## src/rtl/apob_pkg.sv

```systemverilog
// Shared types and constants for the alpha-over pixel blend core.
// No dependencies; imported by every module of the block.
`timescale 1ns / 1ps
`default_nettype none
package apob_pkg;

   localparam logic [7:0] CHAN_MAX    = 8'hFF;
   localparam int         QUEUE_DEPTH = 2;
   localparam int         NUM_CHAN    = 3;

   // one input pixel pair
   typedef struct packed {
      logic [7:0] top_blue;
      logic [7:0] top_green;
      logic [7:0] top_red;
      logic [7:0] top_alpha;
      logic [7:0] bg_blue;
      logic [7:0] bg_green;
      logic [7:0] bg_red;
      logic [7:0] bg_alpha;
   } req_type;

   // one composited pixel
   typedef struct packed {
      logic [7:0] out_blue;
      logic [7:0] out_green;
      logic [7:0] out_red;
      logic [7:0] out_alpha;
   } rsp_type;

   // classified item handed from the front end to the back end
   typedef struct packed {
      logic [NUM_CHAN-1:0][7:0] top_col;
      logic [NUM_CHAN-1:0][7:0] bg_col;
      logic [15:0]              top_w;
      logic [15:0]              bg_w;
      logic [15:0]              final_w;
      logic                     zero;
      logic [7:0]               alpha;
   } work_type;

   // registered products ahead of the divider
   typedef struct packed {
      logic [NUM_CHAN-1:0][23:0] top_p;
      logic [NUM_CHAN-1:0][23:0] bg_p;
      logic [15:0]               divisor;
      logic                      zero;
      logic [NUM_CHAN-1:0][7:0]  bg_col;
      logic [7:0]                alpha;
   } prod_type;

   // one stage of the restoring divider
   typedef struct packed {
      logic [NUM_CHAN-1:0][23:0] rem;
      logic [NUM_CHAN-1:0][7:0]  quo;
      logic [15:0]               divisor;
      logic                      zero;
      logic [NUM_CHAN-1:0][7:0]  bg_col;
      logic [7:0]                alpha;
   } div_type;

endpackage
`default_nettype wire

```

## src/rtl/alpha_over_pixel_blend_core.sv

```systemverilog
// Alpha-over compositing of BGRA pixel pairs: top level.
// Depends on apob_pkg, apob_front, apob_queue and apob_back.
//
// Usage:
//   req_*  : one top/background pixel pair per transfer (valid/stall).
//   rsp_*  : one composited pixel per transfer (valid/stall), in order.
//   csr_*  : write of force_opaque (bit 0), csr_ready is always high;
//            write only while no pixel is in flight.
// Throughput: one pixel per clock, sustained while rsp_stall is low.
// Path: rsp_valid rises once the pixel has passed the queue write, the
//   product stage, the sum stage and 8 divider stages of one quotient bit
//   each; the earliest rsp transfer is the edge after rsp_valid rises.
// When rsp_stall is high with a result waiting, the back-end pipe holds; the queue keeps taking
//   pixels until full, then req_stall rises.
// Reset: queue and pipe empty, force_opaque set to 1.
`timescale 1ns / 1ps
`default_nettype none
module alpha_over_pixel_blend_core #(
   parameter int QueueDepth = apob_pkg::QUEUE_DEPTH
) (
   input  wire logic              clock,
   input  wire logic              reset,
   input  wire logic              req_valid,
   output logic                   req_stall,
   input  wire apob_pkg::req_type req_data,
   output logic                   rsp_valid,
   input  wire logic              rsp_stall,
   output apob_pkg::rsp_type      rsp_data,
   input  wire logic              csr_valid,
   output logic                   csr_ready,
   input  wire logic              csr_data
);
   import apob_pkg::*;

   logic     force_opaque_ff;
   logic     q_full, q_not_empty, push, pop;
   work_type push_data, pop_data;

   assign csr_ready = 1'b1;

   // configuration register
   always_ff @(posedge clock) begin
      if (reset) begin
         force_opaque_ff <= 1'b1;
      end else if (csr_valid && csr_ready) begin
         force_opaque_ff <= csr_data;
      end
   end

   apob_front u_front (
      .req_valid    (req_valid),
      .req_stall    (req_stall),
      .req_data     (req_data),
      .force_opaque (force_opaque_ff),
      .q_full       (q_full),
      .push         (push),
      .push_data    (push_data)
   );

   apob_queue #(.Depth(QueueDepth)) u_queue (
      .clock     (clock),
      .reset     (reset),
      .push      (push),
      .push_data (push_data),
      .full      (q_full),
      .pop       (pop),
      .not_empty (q_not_empty),
      .pop_data  (pop_data)
   );

   apob_back u_back (
      .clock       (clock),
      .reset       (reset),
      .q_not_empty (q_not_empty),
      .q_data      (pop_data),
      .pop         (pop),
      .rsp_valid   (rsp_valid),
      .rsp_stall   (rsp_stall),
      .rsp_data    (rsp_data)
   );

endmodule
`default_nettype wire

```

## src/rtl/apob_queue.sv

```systemverilog
// Small FIFO between the front end and the back end.
// Depends on apob_pkg for the work item type.
`timescale 1ns / 1ps
`default_nettype none
module apob_queue #(
   parameter int Depth = apob_pkg::QUEUE_DEPTH
) (
   input  wire logic              clock,
   input  wire logic              reset,
   input  wire logic              push,
   input  wire apob_pkg::work_type push_data,
   output logic                   full,
   input  wire logic              pop,
   output logic                   not_empty,
   output apob_pkg::work_type     pop_data
);
   import apob_pkg::*;

   localparam int PtrW = $clog2(Depth);
   localparam int CntW = $clog2(Depth + 1);
   localparam logic [PtrW-1:0] LastPtr = PtrW'(Depth - 1);
   localparam logic [CntW-1:0] FullCnt = CntW'(Depth);

   work_type            mem_ff [Depth];
   logic [PtrW-1:0]     wr_ptr_ff, wr_ptr_in;
   logic [PtrW-1:0]     rd_ptr_ff, rd_ptr_in;
   logic [CntW-1:0]     count_ff, count_in;

   assign full      = (count_ff == FullCnt);
   assign not_empty = (count_ff != '0);
   assign pop_data  = mem_ff[rd_ptr_ff];

   // pointer and fill count update
   always_comb begin
      wr_ptr_in = wr_ptr_ff;
      rd_ptr_in = rd_ptr_ff;
      count_in  = count_ff;
      if (push) begin
         wr_ptr_in = (wr_ptr_ff == LastPtr) ? '0 : wr_ptr_ff + 1'b1;
      end
      if (pop) begin
         rd_ptr_in = (rd_ptr_ff == LastPtr) ? '0 : rd_ptr_ff + 1'b1;
      end
      if (push && !pop) begin
         count_in = count_ff + 1'b1;
      end else if (pop && !push) begin
         count_in = count_ff - 1'b1;
      end
   end

   always_ff @(posedge clock) begin
      if (reset) begin
         wr_ptr_ff <= '0;
         rd_ptr_ff <= '0;
         count_ff  <= '0;
      end else begin
         wr_ptr_ff <= wr_ptr_in;
         rd_ptr_ff <= rd_ptr_in;
         count_ff  <= count_in;
      end
   end

   // storage
   always_ff @(posedge clock) begin
      if (push) begin
         mem_ff[wr_ptr_ff] <= push_data;
      end
   end

`ifndef ASSERT_OFF
   a_no_overflow: assert property (@(posedge clock) disable iff (reset)
      full |-> !push || pop)
      else $error("queue written while full");
   a_no_underflow: assert property (@(posedge clock) disable iff (reset)
      pop |-> not_empty)
      else $error("queue read while empty");
   a_count_range: assert property (@(posedge clock) disable iff (reset)
      count_ff <= FullCnt)
      else $error("queue fill count out of range");
   a_count_step: assert property (@(posedge clock) disable iff (reset)
      push && !pop |=> count_ff == $past(count_ff) + 1'b1)
      else $error("queue count did not follow a lone write");
`endif

endmodule
`default_nettype wire

```

## src/rtl/apob_front.sv

```systemverilog
// Front end: accepts pixel pairs, forms the blend weights and output alpha.
// Depends on apob_pkg; feeds apob_queue.
`timescale 1ns / 1ps
`default_nettype none
module apob_front (
   input  wire logic               req_valid,
   output logic                    req_stall,
   input  wire apob_pkg::req_type  req_data,
   input  wire logic               force_opaque,
   input  wire logic               q_full,
   output logic                    push,
   output apob_pkg::work_type      push_data
);
   import apob_pkg::*;

   logic [15:0] top_w;
   logic [15:0] bg_w;
   logic [15:0] final_w;
   logic [7:0]  inv_alpha;
   logic [16:0] div255;

   assign req_stall = q_full;
   assign push      = req_valid && !q_full;

   // weights: top = a*255, background = b*(255-a)
   always_comb begin
      inv_alpha = CHAN_MAX - req_data.top_alpha;
      top_w     = {req_data.top_alpha, 8'h00} - {8'h00, req_data.top_alpha};
      bg_w      = 16'(req_data.bg_alpha) * 16'(inv_alpha);
      final_w   = top_w + bg_w;
      // x/255 = (x + 1 + (x >> 8)) >> 8, exact for x below 65535
      div255    = {1'b0, final_w} + 17'(final_w[15:8]) + 17'd1;
   end

   // pack the item for the back end
   always_comb begin
      push_data.top_col = {req_data.top_red, req_data.top_green, req_data.top_blue};
      push_data.bg_col  = {req_data.bg_red, req_data.bg_green, req_data.bg_blue};
      push_data.top_w   = top_w;
      push_data.bg_w    = bg_w;
      push_data.final_w = final_w;
      push_data.zero    = (final_w == 16'd0);
      push_data.alpha   = force_opaque ? CHAN_MAX : div255[15:8];
   end

endmodule
`default_nettype wire

```

## src/rtl/apob_back.sv

```systemverilog
// Back end: weighted sums and an 8-stage restoring divider, one quotient bit per stage.
// Depends on apob_pkg; drains apob_queue and drives the result channel.
`timescale 1ns / 1ps
`default_nettype none
module apob_back (
   input  wire logic               clock,
   input  wire logic               reset,
   input  wire logic               q_not_empty,
   input  wire apob_pkg::work_type q_data,
   output logic                    pop,
   output logic                    rsp_valid,
   input  wire logic               rsp_stall,
   output apob_pkg::rsp_type       rsp_data
);
   import apob_pkg::*;

   localparam int QuoBits = 8;
   localparam int NStage  = QuoBits + 2;

   logic [NStage-1:0] valid_ff, valid_in;
   prod_type          prod_ff, prod_in;
   div_type           div_ff [QuoBits+1];
   div_type           div_in [QuoBits+1];
   logic              advance;

   // whole pipe moves unless the finished result is held
   assign advance   = !(valid_ff[NStage-1] && rsp_stall);
   assign pop       = advance && q_not_empty;
   assign rsp_valid = valid_ff[NStage-1];
   assign valid_in  = {valid_ff[NStage-2:0], q_not_empty};

   always_ff @(posedge clock) begin
      if (reset) begin
         valid_ff <= '0;
      end else if (advance) begin
         valid_ff <= valid_in;
      end
   end

   // products of color and weight
   always_comb begin
      for (int c = 0; c < NUM_CHAN; c++) begin
         prod_in.top_p[c] = 24'(q_data.top_col[c]) * 24'(q_data.top_w);
         prod_in.bg_p[c]  = 24'(q_data.bg_col[c]) * 24'(q_data.bg_w);
      end
      prod_in.divisor = q_data.final_w;
      prod_in.zero    = q_data.zero;
      prod_in.bg_col  = q_data.bg_col;
      prod_in.alpha   = q_data.alpha;
   end

   // sum into the dividend
   always_comb begin
      for (int c = 0; c < NUM_CHAN; c++) begin
         div_in[0].rem[c] = prod_ff.top_p[c] + prod_ff.bg_p[c];
         div_in[0].quo[c] = '0;
      end
      div_in[0].divisor = prod_ff.divisor;
      div_in[0].zero    = prod_ff.zero;
      div_in[0].bg_col  = prod_ff.bg_col;
      div_in[0].alpha   = prod_ff.alpha;
   end

   // each stage resolves one quotient bit, most significant first
   for (genvar k = 1; k <= QuoBits; k++) begin : g_div
      localparam int Shift = QuoBits - k;
      always_comb begin
         logic [23:0] trial;
         div_in[k] = div_ff[k-1];
         trial     = 24'(div_ff[k-1].divisor) << Shift;
         for (int c = 0; c < NUM_CHAN; c++) begin
            if (div_ff[k-1].rem[c] >= trial) begin
               div_in[k].rem[c]        = div_ff[k-1].rem[c] - trial;
               div_in[k].quo[c][Shift] = 1'b1;
            end
         end
      end
   end

   always_ff @(posedge clock) begin
      if (advance) begin
         prod_ff <= prod_in;
         for (int k = 0; k <= QuoBits; k++) begin
            div_ff[k] <= div_in[k];
         end
      end
   end

   // zero weight passes the background color through
   always_comb begin
      rsp_data.out_blue  = div_ff[QuoBits].zero ? div_ff[QuoBits].bg_col[0]
                                                : div_ff[QuoBits].quo[0];
      rsp_data.out_green = div_ff[QuoBits].zero ? div_ff[QuoBits].bg_col[1]
                                                : div_ff[QuoBits].quo[1];
      rsp_data.out_red   = div_ff[QuoBits].zero ? div_ff[QuoBits].bg_col[2]
                                                : div_ff[QuoBits].quo[2];
      rsp_data.out_alpha = div_ff[QuoBits].alpha;
   end

endmodule
`default_nettype wire

```

## config.mk

```make
export PLATFORM = sky130hd
export DESIGN_NAME = alpha_over_pixel_blend_core
export DESIGN_NICKNAME = d
export VERILOG_FILES = /design/src/rtl/apob_pkg.sv /design/src/rtl/alpha_over_pixel_blend_core.sv /design/src/rtl/apob_queue.sv /design/src/rtl/apob_front.sv /design/src/rtl/apob_back.sv
export SDC_FILE = /design/constraint.sdc
export NUM_CORES = 2
export LEC_CHECK = 0
export BUFFER_PORTS_ARGS = -buffer_cell sky130_fd_sc_hd__buf_2
export CELL_PAD_IN_SITES_DETAIL_PLACEMENT = 1
export CELL_PAD_IN_SITES_GLOBAL_PLACEMENT = 1
export CORE_MARGIN = 10
export CORE_UTILIZATION = 53
export CTS_CLUSTER_DIAMETER = 200
export CTS_CLUSTER_SIZE = 40
export DETAILED_ROUTE_END_ITERATION = 16
export GPL_TIMING_DRIVEN = 0
export PLACE_DENSITY = 0.78
export SLEW_MARGIN = 5
export SYNTH_ARGS = -nofsm -noshare
export SYNTH_HDL_FRONTEND = slang
export SYNTH_SLANG_ARGS = --single-unit
```

## constraint.sdc

```tcl
create_clock -name clock -period 56.2 [get_ports clock]
set_input_delay 11.24 -clock clock [delete_from_list [all_inputs] [get_ports clock]]
set_output_delay 11.24 -clock clock [all_outputs]
set_load 0.01 [all_outputs]
```

==> results.py <==
metrics = {
    "run_status": {
        "status": "complete, but fails checks",
        "violations": "max-capacitance violations, max-slew violations",
    },
    "yosys": {
        "synth_top_cell_area_share": 0.461,
        "synth_ff_type": "edfxtp_1",
        "synth_warnings": 0,
        "synthArstFlopShare": 0,
        "ys_types": 94,
        "synth.area.top_cells": "edfxtp_1 (46%), fa_1 (11%), ha_1 (9.9%)",
        "avgSynthCellArea_um2": 11.4,
        "synth_commonest_cells": "edfxtp_1 (1512), inv_1 (926), nand2_1 (876)",
        "seq_area_frac_synth": 0.464,
        "syn-instance-count": 8631,
        "ys_seq_elements": 1528,
        "synth_area_um2": 98400,
        "synth_edf_count": 1512,
        "synth_largest_area_cell": "edfxtp_1",
        "post-synth-top-count-cell": "edfxtp_1",
    },
    "clock_network": {
        "ctsResizeCount": 0,
        "cts.sinks": 1528,
        "cts_tree": "built",
        "postCtsSetupRepairBufs": 0,
        "ctsHoldBuffers": 0,
        "clockBufferDepth": 3,
        "htreeDepth": 2,
        "cts-root-buf": "clkbuf_16",
        "cts_buffers": 44,
        "clock_latency_ns": 0.77,
        "clk_pin_slew_worst_paths_ns": 0.15,
    },
    "min_path": {
        "hold_class": "flop to flop",
    },
    "finish": {
        "stdcell_area_um2": 104000,
        "nets": 10200,
        "stdcell_count": 11300,
        "drive_gt1_frac": 0.0490,
        "fillCellCount": 19600,
        "area_growth_pct": 5.53,
    },
    "global_routing": {
        "grt_pass1_wl_um": 435000,
        "grt.total_usage": 0.280,
        "grt_max_degree": 108,
        "antenna_found_initial": 12,
        "grt.overflow.total": 0,
        "grt_pass1_vias": 71300,
    },
    "die": {
        "die_w_um": 451,
        "rows": 158,
        "die_area_um2": 203000,
        "core_um2": 185000,
        "initial_core_util": 0.532,
        "chipHeight_um": 451,
        "num_io_pins": 105,
    },
    "route": {
        "drcViolationCount": 0,
        "drtIter0Drc": 4880,
        "wl_um": 290000,
        "vias_per_cell": 5.89,
        "antenna_left": 0,
        "vias": 66600,
        "drt_first_pass_iters": 5,
        "wl_per_cell_um": 25.6,
    },
    "sta": {
        "grt_setup_unrepaired": "no",
        "fmax_ghz": 0.0525,
        "post-route-period-util": 0.339,
        "setup_tns_ns": 0,
        "hold_viol": 0,
        "finalSetupViolCount": 0,
        "fin_hold_ws_ns": 0.421,
        "clock_skew_ns": 0.0581,
        "period_needed_ns": 19.04,
        "maxSlewHeadroom": -0.00303,
        "maxSlewViolCount": 1,
        "worst_slew_pin_slew_ns": 1.49,
    },
    "placed_design": {
        "port_buffers": 101,
        "dp_hpwl_um": 237000,
        "placedCellCount": 11200,
        "placedInstanceArea_um2": 103000,
        "gp_congestion": 0.935,
    },
    "flow_run": {
        "maxCapViolations": 1,
    },
    "critical_path": {
        "crit_slowest_cell": "xor2_1",
        "worstPathRequired_ns": 56.66,
        "arrival_ns": 19.51,
        "critPathMaxStageDelay_ns": 0.86,
        "critPathLaunchType": "input pin",
        "crit_path_max_fanout": 10,
        "crit_type": "input pin to flop",
        "cp-end-kind": "flop",
    },
}
## routing by layer
metal / vias to the layer above / share of wire / global-route usage
met4: 2 / 0.067 / 0.150
met2: 1605 / 0.51 / 0.499
li1: 30500 / - / -
met1: 34000 / 0.39 / 0.336
met5: - / 0.000031 / 0
met3: 515 / 0.034 / 0.0209
## layout by cell type (no fill, tap or decap), types with 88 or more instances in the layout
cell type and instances:
fa_1 565, a21o_1 166, nand2_1 876, buf_2 104, xnor2_1 302, o21ai_0 427
inv_1 926, mux2i_1 95, nand3_1 88, mux2_2 173, a21oi_1 381, ha_1 776
nor3_1 122, nor2b_1 138, edfxtp_1 1512, nor2_1 747, nand2b_1 99, xor2_1 173
clkbuf_1 177
## final timing paths
path                                   startpoint                         endpoint  slack [ns]  cells after the start
setup reg to reg                             flop    u_back.prod_ff[168]$_DFFE_PN_       46.31                     23
hold reg to reg   u_back.div_ff[0][780]$_DFFE_PN_  u_back.div_ff[0][925]$_DFFE_PN_        0.42                      0
setup / recovery                     req_data[34]   u_queue.mem_ff[0][7]$_DFFE_PP_       37.16                     30
hold / removal    u_back.div_ff[0][780]$_DFFE_PN_  u_back.div_ff[0][925]$_DFFE_PN_        0.42                      0
## logic make-up (layout without fill, tap and decap cells)
kind of cell / count (synthesis) / in the layout / share of synthesized area
buf+inv: 1122 / 1298 / 0.0432
simple gates: 2398 / 2398 / 0.111
mux: 272 / 272 / 0.0299
fa+ha+maj: 1341 / 1341 / 0.214
other cells: 1 / 22 / 0.0000381
compound gates: 1492 / 1492 / 0.0953
flops: 1528 / 1528 / 0.464
xor+xnor: 477 / 477 / 0.0427
## state kept, by name, indices dropped and copies added, names as in the netlist, named ones only
| name | cells |
|---|---|
| u_back.prod_ff | 144 |
| u_queue.wr_ptr_ff | 1 |
| u_back.div_in | 49 |
| u_back.div_ff | 1109 |
| u_back.valid_ff | 10 |
| u_queue.mem_ff | 210 |
| force_opaque_ff | 1 |
| u_queue.rd_ptr_ff | 1 |
| u_queue.count_ff | 2 |
## stage by stage
step / setup slack, ns / utilization
2_1_floorplan: 11.23 / -
3_3_place_gp: -1.36 / 0.552
3_5_place_dp: 36.44 / 0.554
4_1_cts: 37.21 / 0.561
5_1_grt: 36.80 / 0.561
6_report: 37.16 / 0.561
## worst max-delay path, delay by kind of cell
kind / cells / cell delay [ns]
fa+ha+maj: 7 / 2.83
compound gates: 8 / 1.80
simple gates: 7 / 1.58
xor+xnor: 2 / 1.12
buf+inv: 6 / 0.91
## cell type report
type	instances	area, um2	area share
diodes	20	50.0	0.000482
plain buffers	194	768	0.00740
clock buffers	50	1120	0.0108
clock inverters	6	114	0.00110
inverters	928	3490	0.0336
multi-input cells	5982	48500	0.467
flip-flops and latches	1528	45700	0.440
well taps	2480	3100	0.0299
repair buffers	120	1010	0.00968
Power is not shown: default switching activity piles up to over one toggle a cycle in this logic, so the estimate is an artifact.
